### config.mk
export PLATFORM = sky130hd
export DESIGN_NAME = qau_sqrt_stage
export DESIGN_NICKNAME = d
export VERILOG_FILES = /design/src/sv/qau_pkg.sv /design/src/sv/qau_sqrt_stage.sv
export SDC_FILE = /design/constraint.sdc
export NUM_CORES = 1
export LEC_CHECK = 0
export ABC_AREA = 1
export BUFFER_PORTS_ARGS = -buffer_cell sky130_fd_sc_hd__buf_2
export CAP_MARGIN = 10
export CORE_MARGIN = 10
export CORE_UTILIZATION = 25
export DETAILED_ROUTE_END_ITERATION = 10
export PLACE_DENSITY_LB_ADDON = 0.05
export SYNTH_ARGS = -nofsm -noshare
export SYNTH_HDL_FRONTEND = slang
export SYNTH_SLANG_ARGS = --single-unit
### constraint.sdc
create_clock -name i_clk -period 6 [get_ports i_clk]
set_clock_uncertainty 0.05 [all_clocks]
set_input_delay 0.9 -clock i_clk [delete_from_list [all_inputs] [get_ports i_clk]]
set_output_delay 0.9 -clock i_clk [all_outputs]
set_load 0.1 [all_outputs]
### src/sv/qau_pkg.sv
// Shared types, operation codes and the Hamilton product table of the quaternion unit.
package qau_pkg;

    localparam int COMP_WIDTH_DEF = 32;
    localparam int FRAC_BITS_DEF  = 28;

    typedef enum logic [2:0] {
        FN_ADD       = 3'd0,
        FN_SUB       = 3'd1,
        FN_MUL       = 3'd2,
        FN_SCALE     = 3'd3,
        FN_CONJ      = 3'd4,
        FN_NORMALIZE = 3'd5,
        FN_NORM      = 3'd6
    } t_func;

    typedef logic [1:0] t_idx;

    // For result lane i and term k: which component of A, which of B, and whether the
    // product is subtracted.
    localparam t_idx HAM_A [4][4] = '{
        '{2'd0, 2'd1, 2'd2, 2'd3},
        '{2'd0, 2'd1, 2'd2, 2'd3},
        '{2'd0, 2'd2, 2'd3, 2'd1},
        '{2'd0, 2'd3, 2'd1, 2'd2}
    };

    localparam t_idx HAM_B [4][4] = '{
        '{2'd0, 2'd1, 2'd2, 2'd3},
        '{2'd1, 2'd0, 2'd3, 2'd2},
        '{2'd2, 2'd0, 2'd1, 2'd3},
        '{2'd3, 2'd0, 2'd2, 2'd1}
    };

    localparam logic HAM_N [4][4] = '{
        '{1'b0, 1'b1, 1'b1, 1'b1},
        '{1'b0, 1'b0, 1'b0, 1'b1},
        '{1'b0, 1'b0, 1'b0, 1'b1},
        '{1'b0, 1'b0, 1'b0, 1'b1}
    };

endpackage

### src/sv/qau_sqrt_stage.sv
// One stage of the square root pipeline: decides a single bit of the root.
module qau_sqrt_stage #(
    parameter int W      = qau_pkg::COMP_WIDTH_DEF,
    parameter int BIT    = 0,
    parameter int SIDE_W = 1
) (
    input  logic              i_clk,
    input  logic              i_rst_n,
    input  logic              i_en,
    input  logic              i_vld,
    input  logic [2*W:0]      i_rem,
    input  logic [W:0]        i_root,
    input  logic [SIDE_W-1:0] i_side,
    output logic              o_vld,
    output logic [2*W:0]      o_rem,
    output logic [W:0]        o_root,
    output logic [SIDE_W-1:0] o_side
);

    localparam int TW = 2 * W + 3;

    logic [TW-1:0]     trial;
    logic [TW-1:0]     rem_x;
    logic              take;
    logic [2*W:0]      n_rem;
    logic [W:0]        n_root;
    logic              r_vld;
    logic [2*W:0]      r_rem;
    logic [W:0]        r_root;
    logic [SIDE_W-1:0] r_side;

    // The remainder holds the square minus the square of the root so far; setting
    // this bit costs twice the root shifted up plus the square of the bit.
    always_comb begin
        trial  = (TW'(i_root) << (BIT + 1)) + (TW'(1) << (2 * BIT));
        rem_x  = TW'(i_rem);
        take   = trial <= rem_x;
        n_rem  = take ? i_rem - trial[2*W:0] : i_rem;
        n_root = i_root;
        if (take) begin
            n_root[BIT] = 1'b1;
        end
    end

    always_ff @(posedge i_clk) begin
        if (!i_rst_n) begin
            r_vld <= 1'b0;
        end else if (i_en) begin
            r_vld <= i_vld;
        end
    end

    always_ff @(posedge i_clk) begin
        if (i_en) begin
            r_rem  <= n_rem;
            r_root <= n_root;
            r_side <= i_side;
        end
    end

    assign o_vld  = r_vld;
    assign o_rem  = r_rem;
    assign o_root = r_root;
    assign o_side = r_side;

endmodule

==> results.json, run 1 <==
{
  "die_x_um": 199,
  "yosys_warnings": 0,
  "dieArea_um2": 39700,
  "drt_iter0_drc": 418,
  "clk_latency_ps": 370,
  "syn_inst": 1205,
  "crit_type": "in -> reg",
  "rows": 65,
  "floorplan.initialDensity_pct": 25.4,
  "cts_tree": "built",
  "holdBufCountCts": 0,
  "hold_violations": 0,
  "reg2reg_slack_ps": 5290,
  "antenna_found_initial": 0,
  "min_from": "o_vld",
  "synthTopCellsByArea": "edfxtp_1 (37%), nand2_1 (24%), inv_1 (9.3%)",
  "ys_seq_area_share_pct": 37.2,
  "io_pins": 203,
  "slew_viol_final": 0,
  "nFillCells": 3574,
  "cts_setup_buffers": 0,
  "viasPerCell": 4.36,
  "max_freq_ghz": 0.267,
  "cp-end-kind": "flip-flop",
  "grt_overflow_total": 0,
  "cts_resized": 0,
  "r2r-end": "o_vld",
  "r2r-start": "o_vld",
  "vias": 7898,
  "synthTopCellsByCount": "nand2_1 (510), inv_1 (200), nor2_1 (117), edfxtp_1 (99), nand4_1 (41)",
  "stdcell_count": 1813,
  "outcome": "complete, no violations",
  "dpl.hpwl_mm": 26.8,
  "start_kind": "primary input",
  "area_delta_synth_final_pct": 21.8,
  "dr.pass1.iters": 5,
  "fin_ws_ps": 2260,
  "min_path_type": "reg -> reg",
  "drv_cap": 0,
  "grt_pass1_wl_mm": 47.9,
  "cp.required_ps": 6080,
  "ctsHtreeMaxLevel": 3,
  "clk_pin_slew_worst_paths_ps": 70,
  "min_delay_path_depth": 2,
  "synth_top_cell_by_area": "edfxtp_1",
  "synth.most_common_cell": "nand2_1",
  "power.leakage_uw": 0.00524,
  "core-area_um2": 31600,
  "die_h_um": 199,
  "synth_ff_type": "edfxtp_1",
  "power_density_nw_per_um2": 267,
  "reg2reg_depth": 2,
  "gp_congestion": 0.880,
  "drc": 0,
  "postRouteAntennaNets": 0,
  "setup_tns_ps": 0,
  "slew_headroom_pct": 39.6,
  "placed_cells": 1797,
  "post-route-period-util_pct": 62.3,
  "cts_buffers": 9,
  "rsz0062_at_grt": "false",
  "track_usage_pct": 16.2,
  "synth_nets": 1343,
  "syn_area_per_cell_um2": 6.67,
  "post_drt_wl_per_cell_um": 17.8,
  "setup_viol": 0,
  "ys_ff_latch": 100,
  "min_to": "o_vld",
  "final_nets": 1544,
  "ir_worst_vdd_v": 0.000131,
  "diodes": 0,
  "holdWs_ps": 501,
  "synthArstFlopShare_pct": 0,
  "synth.distinct_cells": 33,
  "cts-root-buf": "clkbuf_16",
  "synth_top_area_share_pct": 37.0,
  "worst_pin_slew_ps": 902,
  "grt_pass1_vias": 8059,
  "clock_path_buffers": 2,
  "finalCriticalPeriod_ps": 3740,
  "routed_wl_mm": 32.2,
  "io_buffers": 202,
  "arrival_ps": 3820,
  "post-place-ws_ps": 1840,
  "synth_edf_count": 99,
  "grt_max_degree": 55,
  "crit_fanout": 36,
  "drive_gt1_share_pct": 18.5,
  "syn_area_um2": 8040,
  "numClockSinks": 100
}
## cell usage in the layout (no fill, tap or decap), types with 6 or more instances in the layout
cell type | netlist | routed
buf_2 | 2 | 201
nand3b_1 | 26 | 26
inv_2 | 33 | 33
edfxtp_1 | 99 | 99
nand4_1 | 41 | 41
clkbuf_16 | 0 | 9
nand2_1 | 510 | 510
buf_4 | 0 | 6
ha_1 | 34 | 34
xor2_1 | 29 | 29
nor2_1 | 117 | 117
inv_1 | 200 | 200
nand3_1 | 28 | 28
a21oi_1 | 26 | 26
nor3_1 | 14 | 14
## stage by stage
| stage | area (µm²) | power (µW) | utilization (%) |
|---|---|---|---|
| after floorplan | 8040 | 1730 | - |
| after global placement | 9490 | 1990 | 30.0 |
| after detailed placement | 9490 | 1990 | 30.0 |
| after CTS | 9790 | 2660 | 31.0 |
| after global routing | 9790 | 2750 | 31.0 |
| final | 9790 | 2610 | 31.0 |
## worst max-delay path by stage
stage,startpoint,end,cells past startpoint,slack (ps)
floorplan,i_root[1],o_rem[55],19,3180
global placement,i_root[31],o_rem[52],16,1890
detailed placement,i_root[31],o_rem[57],16,1840
CTS,i_root[31],o_rem[57],16,2270
global route,i_root[31],o_rem[12],16,1990
finish,i_root[31],o_rem[12],16,2260
## final cells by class
type	count	area, µm²	area share (%)
multi-input combinational	854	4060	41.5
inverter	234	878	8.97
sequential	100	2990	30.6
clock buffer	11	233	2.38
tap	402	503	5.14
clock inverter	5	76.3	0.779
timing repair buffer	207	1050	10.7
## state kept, by name, indices dropped and copies added, names as in the netlist
signal,cells
o_rem,65
o_side,1
o_root,33
o_vld,1
## cell families after synthesis
group	Yosys count	synth area share, %
adders and majority gates	35	5.54
AOI/OAI and AO/OA	37	2.52
and+or+nand+nor	751	39.0
xor gates and xnor gates	31	3.38
buffers and inverters	251	12.3
DFF	100	37.2
## per-layer routing
layer  wire, µm  share of wire (%)  GRT usage [%]
met1      16600                 51           23.2
met2      13600                 42           24.2
met3       1720                5.3           3.08
met4        343                1.1           4.12
met5          0                  0              0
## report_power, final
group          total (µW)  switching [µW]  internal (µW)  leakage (µW)
clock network         647             283            364      0.000149
registers             881            19.2            862      0.000977
logic                1080             889            196       0.00411
## critical path, cell delays in order
cell,delay (ps)
buf_2,90
inv_1,50
ha_1,330
nand2_1,190
inv_1,60
a21oi_1,420
inv_1,80
a21oi_1,140
nand2_1,100
inv_2,60
nand2_1,70
nand2_2,660
nand3_2,140
buf_4,310
nand2_1,110
nand2_1,60
Note: power is estimated with default switching activity, not from simulation.
==> run 2, diff against run 1 <==
--- a/config.mk
+++ b/config.mk
@@ -5,7 +5,7 @@
 export SDC_FILE = /design/constraint.sdc
 export NUM_CORES = 1
 export LEC_CHECK = 0
-export ABC_AREA = 1
+export ABC_AREA = 0
 export BUFFER_PORTS_ARGS = -buffer_cell sky130_fd_sc_hd__buf_2
 export CAP_MARGIN = 10
 export CORE_MARGIN = 10
==> constraint.sdc (replaced) <==
create_clock -name i_clk -period 3.5 [get_ports i_clk]
set_clock_uncertainty 0.05 [all_clocks]
set_input_delay 0.525 -clock i_clk [delete_from_list [all_inputs] [get_ports i_clk]]
set_output_delay 0.525 -clock i_clk [all_outputs]
set_load 0.1 [all_outputs]
==> run 2 against run 1 <==
  * Count of clock-buffer cells in the layout is 2 lower
  * Final cell count is 30% lower
  * Critical path depth down 6
  * Highest routed layer unchanged
  * Die area is 16% lower
  * Synthesized cell count fell by 42%
  * Core utilization rose by 1.7 points
  * Sequential power rose by 71%
==> results.json, run 2 <==
{
  "outcome": "complete, no violations",
  "dieArea_um2": 33300,
  "synth.distinct_cells": 63,
  "arrival_ps": 3140,
  "drv_cap": 0,
  "reg2reg_slack_ps": 2860,
  "synth_top_cell_by_area": "edfxtp_1",
  "final_common_cell": "buf_2",
  "crit_fanout": 7,
  "min_path_type": "in -> reg",
  "rows": 59,
  "numClockSinks": 100,
  "crit_type": "in -> reg",
  "grt_pass1_wl_mm": 36.8,
  "io_pins": 203,
  "track_usage_pct": 13.9,
  "cpMaxStageDelayCell": "ha_1",
  "syn_area_um2": 6600,
  "postRouteAntennaNets": 0,
  "largest_reg_flops": 65,
  "slew_headroom_pct": 51.9,
  "max_freq_ghz": 0.325,
  "cp.required_ps": 3560,
  "holdBufCountCts": 0,
  "synth_nets": 842,
  "yosys_warnings": 0,
  "r2r-end": "o_vld",
  "cpLargestDelayFamily": "compound AO/OA/AOI/OAI gates",
  "drc": 0,
  "ctsHtreeMaxLevel": 3,
  "r2r-start": "o_vld",
  "path_cells": "buf_2 -> ha_1 -> and3_1 -> a221oi_2 -> o221ai_1 -> a32o_1 -> o21ba_2 -> nor2_1 -> nor4b_1 -> mux2_2",
  "grt_overflow_total": 0,
  "die_h_um": 183,
  "start_kind": "primary input",
  "vias": 5909,
  "syn_area_per_cell_um2": 9.38,
  "cts_resized": 0,
  "cp_slowest_stage_delay_ps": 400,
  "synth.most_common_cell": "edfxtp_1",
  "floorplan.initialDensity_pct": 25.3,
  "min_delay_path_depth": 1,
  "clk_pin_slew_worst_paths_ps": 80,
  "reg2reg_depth": 2,
  "synthTopCellsByCount": "edfxtp_1 (99), nand2_1 (88), o21ai_0 (60), nor2_1 (56), inv_1 (49)",
  "grt_max_degree": 53,
  "dr.pass1.iters": 6,
  "cp-end-kind": "flip-flop",
  "min_from": "i_side",
  "cts_tree": "built",
  "hold_violations": 0,
  "area_delta_synth_final_pct": 29.0,
  "synthTopCellsByArea": "edfxtp_1 (45%), ha_1 (6.4%), nand2_1 (5.0%)",
  "synth_ff_type": "edfxtp_1",
  "cts-root-buf": "clkbuf_16",
  "setup_tns_ps": 0,
  "finalCriticalPeriod_ps": 3070,
  "synth_top_area_share_pct": 45.0,
  "routed_wl_mm": 23.4,
  "antenna_found_initial": 2,
  "dpl.hpwl_mm": 19.3,
  "drt_iter0_drc": 373,
  "setup_viol": 0,
  "io_buffers": 202,
  "grt_pass1_vias": 6322,
  "clk_latency_ps": 360,
  "min_to": "o_side",
  "cts_setup_buffers": 0,
  "ys_seq_area_share_pct": 45.3,
  "clock_path_buffers": 2,
  "viasPerCell": 4.68,
  "final_util_pct": 32.7,
  "worst_pin_slew_ps": 715,
  "ys_ff_latch": 100,
  "fin_ws_ps": 425,
  "synthArstFlopShare_pct": 0,
  "final_nets": 1059,
  "final_cell_mix": "buf_2 (201), edfxtp_1 (99), nand2_1 (88)",
  "power.leakage_uw": 0.00350,
  "cts_buffers": 9,
  "syn_inst": 704,
  "post_drt_wl_per_cell_um": 18.5,
  "core-area_um2": 26100,
  "post-route-period-util_pct": 87.9,
  "die_x_um": 183,
  "gp_congestion": 0.809,
  "synth_edf_count": 99,
  "power_density_nw_per_um2": 509,
  "slew_viol_final": 0,
  "rsz0062_at_grt": "false",
  "path_buf_inv": 1,
  "ir_worst_vdd_v": 0.000260,
  "drive_gt1_share_pct": 29.4,
  "post-place-ws_ps": 106
}
==> run 2: stage by stage <==
stage                     area, µm²  std cells  hold slack, ps  power [µW]
after floorplan                6600        704             574        2880
after global placement         8200       1245             453        3310
after detailed placement       8200       1245             463        3300
after CTS                      8510       1261             278        4400
after global routing           8510       1263             276        4540
final                          8510       1263             295        4340
==> run 2: final cells by class <==
type                       count  area (µm²)
fill                        2806       17500
multi-input combinational    522        3280
sequential                   100        2990
timing repair buffer         239        1330
tap                          335         419
clock buffer                   9         225
inverter                      49         184
clock inverter                 7        81.3
antenna                        2        5.00
==> run 2: logic make-up after synthesis <==
group	after synthesis	share of synthesized area, %
muxes	2	0.322
buffers and inverters	82	5.02
DFF	100	45.3
xor gates and xnor gates	48	6.37
AOI/OAI and AO/OA	178	16.8
adders and majority gates	35	6.75
and+or+nand+nor	259	19.4
==> run 2: power by group <==
| part | switching (µW) | internal [µW] | total, µW |
|---|---|---|---|
| logic | 1390 | 359 | 1750 |
| registers | 32.1 | 1480 | 1510 |
| clock network | 512 | 566 | 1080 |
==> run 2: worst max-delay path by stage <==
stage | startpoint | end | cells after the start
5_1_grt | i_root[25] | o_rem[63] | 11
3_5_place_dp | i_rem[17] | o_rem[63] | 10
6_report | i_rem[17] | o_rem[63] | 10
4_1_cts | i_root[0] | o_rem[63] | 12
3_3_place_gp | i_root[0] | o_rem[63] | 12
2_1_floorplan | i_root[15] | o_rem[63] | 11
==> run 2: per-layer routing <==
metal	routed length, µm	global-route usage [%]	vias to the layer above
met5	0	0	-
li1	-	-	3010
met4	272	3.58	0
met2	10700	22.1	151
met1	11200	18.3	2732
met3	1250	3.52	16
