## config.mk

```make
export PLATFORM = sky130hd
export DESIGN_NAME = qau_div_stage
export DESIGN_NICKNAME = d
export VERILOG_FILES = /design/src/sv/qau_pkg.sv /design/src/sv/qau_div_stage.sv
export SDC_FILE = /design/constraint.sdc
export NUM_CORES = 1
export LEC_CHECK = 0
export BUFFER_PORTS_ARGS = -buffer_cell sky130_fd_sc_hd__buf_2
export CAP_MARGIN = 10
export CORE_AREA = 2 2 223 225
export CTS_BUF_LIST = sky130_fd_sc_hd__clkbuf_16
export DETAILED_ROUTE_END_ITERATION = 10
export DIE_AREA = 0 0 225 227
export PLACE_DENSITY = 0.56
export SYNTH_ARGS = -nofsm -noshare
export SYNTH_HDL_FRONTEND = slang
export SYNTH_SLANG_ARGS = --single-unit
```

## constraint.sdc

```tcl
create_clock -name i_clk -period 5.3 [get_ports i_clk]
set_input_delay 0.265 -clock i_clk [delete_from_list [all_inputs] [get_ports i_clk]]
set_output_delay 0.265 -clock i_clk [all_outputs]
set_load 0.01 [all_outputs]
```

## src/sv/qau_pkg.sv

```systemverilog
// Shared types, operation codes and the Hamilton product table of the quaternion unit.
package qau_pkg;

    localparam int COMP_WIDTH_DEF = 32;
    localparam int FRAC_BITS_DEF  = 28;

    typedef enum logic [2:0] {
        FN_ADD       = 3'd0,
        FN_SUB       = 3'd1,
        FN_MUL       = 3'd2,
        FN_SCALE     = 3'd3,
        FN_CONJ      = 3'd4,
        FN_NORMALIZE = 3'd5,
        FN_NORM      = 3'd6
    } t_func;

    typedef logic [1:0] t_idx;

    // For result lane i and term k: which component of A, which of B, and whether the
    // product is subtracted.
    localparam t_idx HAM_A [4][4] = '{
        '{2'd0, 2'd1, 2'd2, 2'd3},
        '{2'd0, 2'd1, 2'd2, 2'd3},
        '{2'd0, 2'd2, 2'd3, 2'd1},
        '{2'd0, 2'd3, 2'd1, 2'd2}
    };

    localparam t_idx HAM_B [4][4] = '{
        '{2'd0, 2'd1, 2'd2, 2'd3},
        '{2'd1, 2'd0, 2'd3, 2'd2},
        '{2'd2, 2'd0, 2'd1, 2'd3},
        '{2'd3, 2'd0, 2'd2, 2'd1}
    };

    localparam logic HAM_N [4][4] = '{
        '{1'b0, 1'b1, 1'b1, 1'b1},
        '{1'b0, 1'b0, 1'b0, 1'b1},
        '{1'b0, 1'b0, 1'b0, 1'b1},
        '{1'b0, 1'b0, 1'b0, 1'b1}
    };

endpackage

```

## src/sv/qau_div_stage.sv

```systemverilog
// One stage of the normalising divider: one quotient bit for each of the four lanes.
module qau_div_stage #(
    parameter int W      = qau_pkg::COMP_WIDTH_DEF,
    parameter int F      = qau_pkg::FRAC_BITS_DEF,
    parameter int BIT    = 0,
    parameter int SIDE_W = 1
) (
    input  logic              i_clk,
    input  logic              i_rst_n,
    input  logic              i_en,
    input  logic              i_vld,
    input  logic [W:0]        i_n,
    input  logic [W+1:0]      i_rem [4],
    input  logic [F:0]        i_q [4],
    input  logic [SIDE_W-1:0] i_side,
    output logic              o_vld,
    output logic [W:0]        o_n,
    output logic [W+1:0]      o_rem [4],
    output logic [F:0]        o_q [4],
    output logic [SIDE_W-1:0] o_side
);

    logic [W+1:0]      nx;
    logic [3:0]        ge;
    logic [W+1:0]      diff [4];
    logic [W+1:0]      n_rem [4];
    logic [F:0]        n_q [4];
    logic              r_vld;
    logic [W:0]        r_n;
    logic [W+1:0]      r_rem [4];
    logic [F:0]        r_q [4];
    logic [SIDE_W-1:0] r_side;

    // The partial remainder stays below the divisor after each step, so one
    // compare and subtract gives the bit; the next dividend bit is always zero.
    always_comb begin
        nx = (W+2)'(i_n);
        for (int l = 0; l < 4; l++) begin
            ge[l]       = i_rem[l] >= nx;
            diff[l]     = ge[l] ? i_rem[l] - nx : i_rem[l];
            n_rem[l]    = {diff[l][W:0], 1'b0};
            n_q[l]      = i_q[l];
            n_q[l][BIT] = ge[l];
        end
    end

    always_ff @(posedge i_clk) begin
        if (!i_rst_n) begin
            r_vld <= 1'b0;
        end else if (i_en) begin
            r_vld <= i_vld;
        end
    end

    always_ff @(posedge i_clk) begin
        if (i_en) begin
            r_n    <= i_n;
            r_rem  <= n_rem;
            r_q    <= n_q;
            r_side <= i_side;
        end
    end

    assign o_vld  = r_vld;
    assign o_n    = r_n;
    assign o_rem  = r_rem;
    assign o_q    = r_q;
    assign o_side = r_side;

endmodule

```

==> results of run 1 <==
[routing by layer]
metal | GRT usage | up-vias | part of all wire
met5 | 0 | - | 0.0014
li1 | - | 7472 | -
met4 | 0.166 | 14 | 0.070
met1 | 0.269 | 7439 | 0.36
met3 | 0.0667 | 159 | 0.068
met2 | 0.446 | 559 | 0.50
[placed cells by master, fill, tap and decap left out, types with 19 or more instances in the layout]
cell type / Yosys / final
a21oi_1: 127 / 126
and3_1: 21 / 21
nand4_1: 33 / 33
edfxtp_1: 282 / 282
clkbuf_16: 0 / 37
xnor2_1: 64 / 64
a21o_1: 74 / 74
buf_2: 8 / 567
nand3_1: 24 / 24
ha_1: 132 / 132
dlygate4sd3_1: 0 / 169
o21ai_0: 173 / 173
xor2_1: 49 / 49
a31oi_1: 21 / 21
nor2_1: 66 / 66
nand2_1: 188 / 188
o31ai_1: 19 / 19
inv_1: 66 / 69
o21bai_1: 21 / 21
[registers in the layout (all words and copies together), names as in the netlist]
signal and count:
o_rem 132, o_q 116, o_n 33, o_side 1, o_vld 1
[worst reg2reg max path, cell delays in order, from the launching register on]
cell and delay (ps):
dfxtp_1 340, mux2i_1 70, nor2b_1 150, dlygate4sd3_1 560
[what timing repair did]
action / CTS / global route
hold buffers: 169 / 0
hold endpoints to repair: 168 / 0
endpoints found under the setup margin: 0 / 0
resized for setup: 0 / 0
[power groups by stage]
stage / Clock [mW] / Sequential (mW) / Combinational, mW
after floorplan: 0 / 3.05 / 0.924
after global placement: 0 / 2.91 / 1.82
after detailed placement: 0 / 2.91 / 1.83
after CTS: 2.63 / 2.87 / 1.95
after global routing: 2.71 / 2.89 / 2.12
final: 2.55 / 2.87 / 1.94
[metrics by stage]
| stage | cells | setup slack (ps) |
|---|---|---|
| global route | 2984 | 868 |
| global placement | 2749 | 1190 |
| finish | 2990 | 1130 |
| detailed placement | 2749 | 1110 |
| CTS | 2983 | 1170 |
| floorplan | 1606 | 2240 |
[area by class of cell]
| type | count | area, um2 | area share |
|---|---|---|---|
| clock inverter | 28 | 294 | 0.0125 |
| inverter | 67 | 251 | 0.0107 |
| clock buffer | 37 | 926 | 0.0394 |
| timing repair buffer | 747 | 4630 | 0.197 |
| tap | 622 | 778 | 0.0331 |
| antenna | 7 | 17.5 | 0.000746 |
| multi-input combinational | 1199 | 8100 | 0.345 |
| sequential | 283 | 8490 | 0.361 |
[cell families after synthesis]
group	Yosys count
adders and majority gates	136
and+or+nand+nor	401
other	1
muxes	15
xor gates and xnor gates	113
AOI/OAI and AO/OA	530
DFF	283
buffers and inverters	124
[worst paths after layout]
| path | cells after the start | slack (ps) | endpoint |
|---|---|---|---|
| max | 13 | 1130 | o_rem[65]$_DFFE_PP_ |
| min | 3 | 30 | o_rem[61]$_DFFE_PP_ |
| max reg2reg | 3 | 4130 | o_vld$_SDFFE_PN0P_ |
| min reg2reg | 3 | 1100 | o_vld$_SDFFE_PN0P_ |
==> impl_results.md, run 1 <==
- Sequential area share after synthesis: 0.497
- XOR/XNOR Fraction of Synth Area: 0.0579
- Vias: 15,643
- Hold Crit Class: in2reg
- Main combinational cell family by area after synthesis: compound AO/OA/AOI/OAI gates
- Final worst path period need: 4170 ps
- Arrival time of the worst setup path: 4440 ps
- CP Capture Type: flop
- Final Power: 7.36 mW
- Slew headroom: 0.386
- Biggest cell delay along the critical path: 610 ps
- Initial antenna violation count: 16
- Postcts setup bufs: 0
- CORE AREA: 48,500 um2
- Switch share: 0.305
- Die ar.: 51,100 um2
- FF-to-FF Start: o_vld$_SDFFE_PN0P_
- Clk Latency, worst-skew pair: 540 ps
- Finish-stage setup viols: 0
- Syn Area/Cell: 10.7 um2
- Area Overhead vs Synth: 37.4%
- Top cell type by total area after synthesis: edfxtp_1
- Buf/Inv on CP: 4
- Period utilization: 0.786
- Initial core utilization: 0.352
- Die Ht: 227 um
- Critical Path RT: 5570 ps
- Setup TNS: 0 ps
- Register bit count reported by yosys: 283
- First-pass GRT wire length: 95.4 mm
- H-tree Lvls: 2
- Clk pwr share: 0.346
- Crit-path cells: dlygate4sd3_1, buf_2, inv_1, fa_1, a21o_1, a21oi_1, o21ai_0, a21oi_1, o31ai_1, a21o_2, o21ai_4, buf_4, o21ai_0
- CP max-delay cell: o21ai_4
- Root Driver: clkbuf_16
- I/O Buffers: 568
- Post-synth EDFFs: 282
- Filler cell count: 4,559
- Total CTS buffers: 36
- DP Area: 20,600 um2
- Synth cell count leaders: edfxtp_1 (282), nand2_1 (188), o21ai_0 (173)
- Max cap viols: 0
- Cell area power density: 313 nW/um2
- Clock Skews: 0 ps
- CP Launch Type: primary input
- Die X: 225 um
- Max Fclk: 0.240 GHz
- Slew Viols, Final: 0
- Fin. Hold Viols: 0
- Warnings from Yosys: 0
- Yosys top cell area share: 0.495
- Delay-heaviest family, CP: compound AO/OA/AOI/OAI gates
- Critical Path Source: i_n[1]
- Net Sw Power: 2.24 mW
- Vias in the first global route: 15,435
- Comb power frac: 0.264
- Status: finished clean
- Total congestion overflow: 0
- Largest net degree at the start of global routing: 135
- Worst-margin pin slew: 919 ps
- Global Route Usage Sum: 0.253
- Post-synth top flop: edfxtp_1
- Via-to-Cell Ratio: 5.23
- Detailed Place HPWL: 50.9 mm
- Final antenna-violating net count: 0
- P_leak: 10.3 nW
- Most frequent cell after synthesis: edfxtp_1
- Synth Instances: 1,603
- First-pass DRT Iterations: 5
- CTS tree: done
- Detailed Route WL: 67.4 mm
- # DRC: 0
- Post-synthesis mux area share: 0.00966
- Nets@finish: 2,760
- Crit path kind: in2reg
- Share of cells above drive strength 1: 0.283
- Synth area leaders: edfxtp_1 (50%), ha_1 (9.7%), o21ai_0 (5.1%), nand2_1 (4.1%), a21oi_1 (3.7%)
- FFs w/ async S/R, synth: 0
- Compound-cell area share of the yosys netlist: 0.194
- 1st-iter DRT viols: 849
- Maximum vdd drop: 0.209 mV
- CP Max Fanout: 29
- Synth unique cells: 73
- GP Congestion: 0.898
- Sequential share of power: 0.390
- Layout Utilization: 0.484
- Adder and majority gate portion of the synthesized area: 0.101
- Post-route cell area: 23,500 um2
- Post-synthesis simple-gate area fraction: 0.108
- Synth Cell Area: 17,100 um2
- WHS: 27.1 ps
- Cell Rows: 81
- DR WL/cell: 22.5 um
- IO Pins: 577
- Unrepaired setup endpoints after global routing: false
- Int Power: 5.12 mW
- CTS Buffer Depth: 3
- Clk slew on worst S/H paths: 60 ps
- Clock sinks: 283
- HP Start: i_rem[60]
No activity file was read; power rests on OpenSTA's default activity.
==> inputs of run 2 (changes only) <==
clock period = 4.2 ns   (was 5.3 ns; I/O delays follow)
==> impl_results.md, run 2 (synthesis results as in run 1) <==
- Status: finished clean
- Arrival time of the worst setup path: 4050 ps
- DR WL/cell: 22.0 um
- Initial core utilization: 0.352
- Vias: 16,036
- Clk slew on worst S/H paths: 60 ps
- Slew Viols, Final: 0
- Die X: 225 um
- FF-to-FF path depth: 3
- Worst reg-to-reg setup slack: 3000 ps
- Clock Skews: 0 ps
- Hold_buf cts: 264
- Detailed Route WL: 68.2 mm
- DP Area: 20,700 um2
- Max cap viols: 0
- Critical Path Source: i_n[6]
- Via-to-Cell Ratio: 5.18
- Placed Instances: 2,761
- Clock sinks: 283
- Maximum vdd drop: 0.298 mV
- Commonest cells after routing, fill and taps aside: buf_2 (567), edfxtp_1 (282), dlygate4sd3_1 (264), nand2_1 (188), o21ai_0 (173)
- CP Capture Type: flop
- Detailed Place HPWL: 52.3 mm
- Setup TNS: 0 ps
- Unrepaired setup endpoints after global routing: false
- Global Route Usage Sum: 0.257
- Share of cells above drive strength 1: 0.273
- Postcts setup bufs: 0
- CTS tree: done
- Crit path kind: in2reg
- Final Power: 9.40 mW
- Critical Path RT: 4570 ps
- Total congestion overflow: 0
- Period utilization: 0.877
- Vias in the first global route: 15,821
- RR Endpoint: o_vld$_SDFFE_PN0P_
- Cell area power density: 383 nW/um2
- Slew headroom: 0.406
- CTS Buffer Depth: 3
- CORE AREA: 48,500 um2
- CP Max Fanout: 5
- First-pass GRT wire length: 97.3 mm
- Finish-stage setup viols: 0
- Filler cell count: 4,457
- Post-route cell area: 24,600 um2
- Resized cells post-CTS: 0
- Area Overhead vs Synth: 43.8%
- CP Launch Type: primary input
- H-tree Lvls: 2
- Worst-margin pin slew: 891 ps
- Clk Latency, worst-skew pair: 540 ps
- Number of cells in the finished layout apart from fillers: 3,095
- Total CTS buffers: 36
- Multi-input gate area: 8100 um2
- Most common cell after layout, fill and taps aside: buf_2
- Max Fclk: 0.271 GHz
- Die Ht: 227 um
- Initial antenna violation count: 8
- P_leak: 10.8 nW
- Cell Rows: 81
- Final antenna-violating net count: 0
- Fin. Hold Viols: 0
- Worst hold stages: 2
- Reg area: 8490 um2
- I/O Buffers: 568
- Die ar.: 51,100 um2
- Largest net degree at the start of global routing: 102
- Root Driver: clkbuf_16
- Max reg flops: 132
- Hold Crit Class: in2reg
- IO Pins: 577
- Worst Hold Path EP: o_rem[19]$_DFFE_PP_
- # DRC: 0
- Nets@finish: 2,867
- First-pass DRT Iterations: 5
- Final worst path period need: 3680 ps
- GP Congestion: 0.909
- 1st-iter DRT viols: 945
- HP Start: i_rem[18]
- FF-to-FF Start: o_vld$_SDFFE_PN0P_
[run 2: cell type report]
type,count,share of cell area
antenna,5,0.000509
inverter,67,0.0102
sequential,283,0.345
timing repair buffer,854,0.233
multi-input combinational,1199,0.330
clock buffer,37,0.0377
clock inverter,28,0.0121
tap,622,0.0317
[run 2: per-layer routing]
metal | up-vias | GRT usage | part of all wire
met5 | - | 0 | 0.00050
met4 | 6 | 0.153 | 0.064
met3 | 153 | 0.0499 | 0.060
met2 | 584 | 0.466 | 0.50
met1 | 7600 | 0.280 | 0.37
li1 | 7693 | - | -
[run 2: stage by stage]
step / worst slack (ps) / hold WS (ps) / util
6_report: 515 / 35.9 / 0.506
5_1_grt: 311 / 7.46 / 0.506
4_1_cts: 600 / 2.47 / 0.506
3_5_place_dp: 466 / 388 / 0.426
3_3_place_gp: 554 / 386 / 0.426
2_1_floorplan: 1190 / 309 / -
[run 2: power breakdown]
group	internal, mW	switching, mW
logic	1.08	1.48
clock network	1.97	1.25
registers	3.53	0.0971
[run 2: critical path, stage by stage]
cell and delay, ps:
dlygate4sd3_1 540, buf_2 130, inv_1 340, ha_1 380
a211oi_1 270, inv_1 80, o311a_1 350, o21ai_2 230
o21ai_1 160, a221oi_1 470, o21ai_0 310, a211o_1 360
o21ai_1 200
[run 2: how the worst max path moves through the flow]
stage,to,cells past startpoint
2_1_floorplan,o_rem[2]$_DFFE_PP_,11
3_3_place_gp,o_rem[11]$_DFFE_PP_,13
3_5_place_dp,o_rem[11]$_DFFE_PP_,13
4_1_cts,o_rem[62]$_DFFE_PP_,15
5_1_grt,o_rem[11]$_DFFE_PP_,15
6_report,o_rem[132]$_DFFE_PP_,13
==> inputs of run 3 (changes only) <==
==> constraint.sdc (replaced) <==
create_clock -name i_clk -period 4.2 [get_ports i_clk]
set_input_delay 0.84 -clock i_clk [delete_from_list [all_inputs] [get_ports i_clk]]
set_output_delay 0.84 -clock i_clk [all_outputs]
set_load 0.005 [all_outputs]
==> impl_results.md, run 3 (synthesis results as in run 1) <==
- Net Sw Power: 2.66 mW
- IO Pins: 577
- Detailed Place HPWL: 52.9 mm
- Fin. Hold Viols: 0
- RR Endpoint: o_vld$_SDFFE_PN0P_
- Commonest cells after routing, fill and taps aside: buf_2 (567), edfxtp_1 (282), nand2_1 (188), o21ai_0 (173), ha_1 (132)
- Pre-CTS worst setup slack: 104 ps
- I/O Buffers: 568
- CP Launch Type: primary input
- Final worst path period need: 3520 ps
- Initial core utilization: 0.352
- First-pass GRT wire length: 92.7 mm
- Hold Crit Class: in2reg
- Sequential share of power: 0.402
- Root Driver: clkbuf_16
- Clk Latency, worst-skew pair: 540 ps
- Via-to-Cell Ratio: 5.22
- Area Overhead vs Synth: 30.8%
- Global Route Usage Sum: 0.247
- Biggest cell delay along the critical path: 420 ps
- Critical Path Source: i_n[1]
- CORE AREA: 48,500 um2
- Share of cells above drive strength 1: 0.321
- Critical Path RT: 4480 ps
- Die ar.: 51,100 um2
- Status: finished clean
- Post-route cell area: 22,400 um2
- H-tree Lvls: 2
- Largest net degree at the start of global routing: 91
- CTS Buffer Depth: 3
- Die X: 225 um
- DR WL/cell: 22.8 um
- Filler cell count: 4,655
- P_leak: 9.87 nW
- Initial antenna violation count: 21
- Worst hold stages: 1
- Layout Utilization: 0.460
- Int Power: 6.35 mW
- Nets@finish: 2,651
- Clk pwr share: 0.345
- Clock sinks: 283
- Max Fclk: 0.284 GHz
- 1st-iter DRT viols: 889
- Total congestion overflow: 0
- Die Ht: 227 um
- Vias in the first global route: 14,936
- Vias: 15,064
- CP max-delay cell: a2111oi_0
- FF-to-FF Start: o_vld$_SDFFE_PN0P_
- Detailed Route WL: 65.7 mm
- Crit-path cells: buf_2, inv_1, buf_4, ha_1, nand2b_1, a21oi_1, o311a_1, o21ai_2, o21ai_1, a221oi_1, o21bai_1, a2111oi_0, o31ai_1
- Slew headroom: 0.459
- Clock Skews: 0 ps
- Reg area: 8490 um2
- Cell area power density: 403 nW/um2
- Buf/Inv on CP: 3
- First-pass DRT Iterations: 5
- Resized cells post-CTS: 0
- Postcts setup bufs: 0
- Final antenna-violating net count: 0
- Multi-input gate area: 8100 um2
- Worst-margin pin slew: 811 ps
- Slew Viols, Final: 0
- Cell Rows: 81
- Clk slew on worst S/H paths: 60 ps
- Final setup margin: 675 ps
- Hold_buf cts: 0
- WHS: 479 ps
- DP Area: 21,200 um2
- Most common cell after layout, fill and taps aside: buf_2
- Max cap viols: 0
- Period utilization: 0.839
- CP Capture Type: flop
- Maximum vdd drop: 0.440 mV
- Max reg flops: 132
- Setup TNS: 0 ps
- Total CTS buffers: 35
- Worst reg-to-reg setup slack: 3620 ps
- Worst setup path end: o_rem[128]$_DFFE_PP_
- GP Congestion: 0.877
- Unrepaired setup endpoints after global routing: false
- FF-to-FF path depth: 2
- Crit path depth: 13
- Delay-heaviest family, CP: compound AO/OA/AOI/OAI gates
- Crit path kind: in2reg
- CTS tree: done
- Comb power frac: 0.253
- Finish-stage setup viols: 0
- Switch share: 0.295
- CP Max Fanout: 6
- Arrival time of the worst setup path: 3810 ps
- # DRC: 0
==> run 3: area by class of cell <==
type	count	area share
timing repair buffer	639	0.158
multi-input combinational	1199	0.362
tap	622	0.0348
sequential	283	0.380
inverter	67	0.0113
clock buffer	37	0.0414
antenna	12	0.00134
clock inverter	25	0.0108
==> run 3: worst min path at each step <==
| stage | start | endpoint | slack (ps) |
|---|---|---|---|
| after CTS | i_q[104] | o_q[104]$_DFFE_PP_ | 450 |
| final | i_q[16] | o_q[16]$_DFFE_PP_ | 480 |
| after global routing | i_q[51] | o_q[51]$_DFFE_PP_ | 460 |
| after floorplan | o_vld$_SDFFE_PN0P_ | o_vld$_SDFFE_PN0P_ | 510 |
| after global placement | o_vld$_SDFFE_PN0P_ | o_vld$_SDFFE_PN0P_ | 500 |
| after detailed placement | o_vld$_SDFFE_PN0P_ | o_vld$_SDFFE_PN0P_ | 510 |
==> run 3: per-layer routing <==
metal | GRT usage | vias to the layer above | share of wire
met5 | 0 | - | 0.0014
met4 | 0.116 | 16 | 0.047
met3 | 0.0632 | 128 | 0.068
met2 | 0.459 | 513 | 0.52
met1 | 0.262 | 7138 | 0.37
li1 | - | 7269 | -
==> run 3: through the flow <==
step / instances / power, mW
detailed placement: 2810 / 5.97
global route: 2878 / 9.45
finish: 2884 / 9.01
global placement: 2810 / 5.95
CTS: 2872 / 9.12
floorplan: 1606 / 4.88
==> run 3: power by group through the flow <==
stage	logic [mW]	clock network, mW	registers (mW)
2_1_floorplan	1.17	0	3.72
3_3_place_gp	2.28	0	3.68
3_5_place_dp	2.29	0	3.68
4_1_cts	2.30	3.19	3.63
5_1_grt	2.51	3.29	3.65
6_report	2.28	3.11	3.62
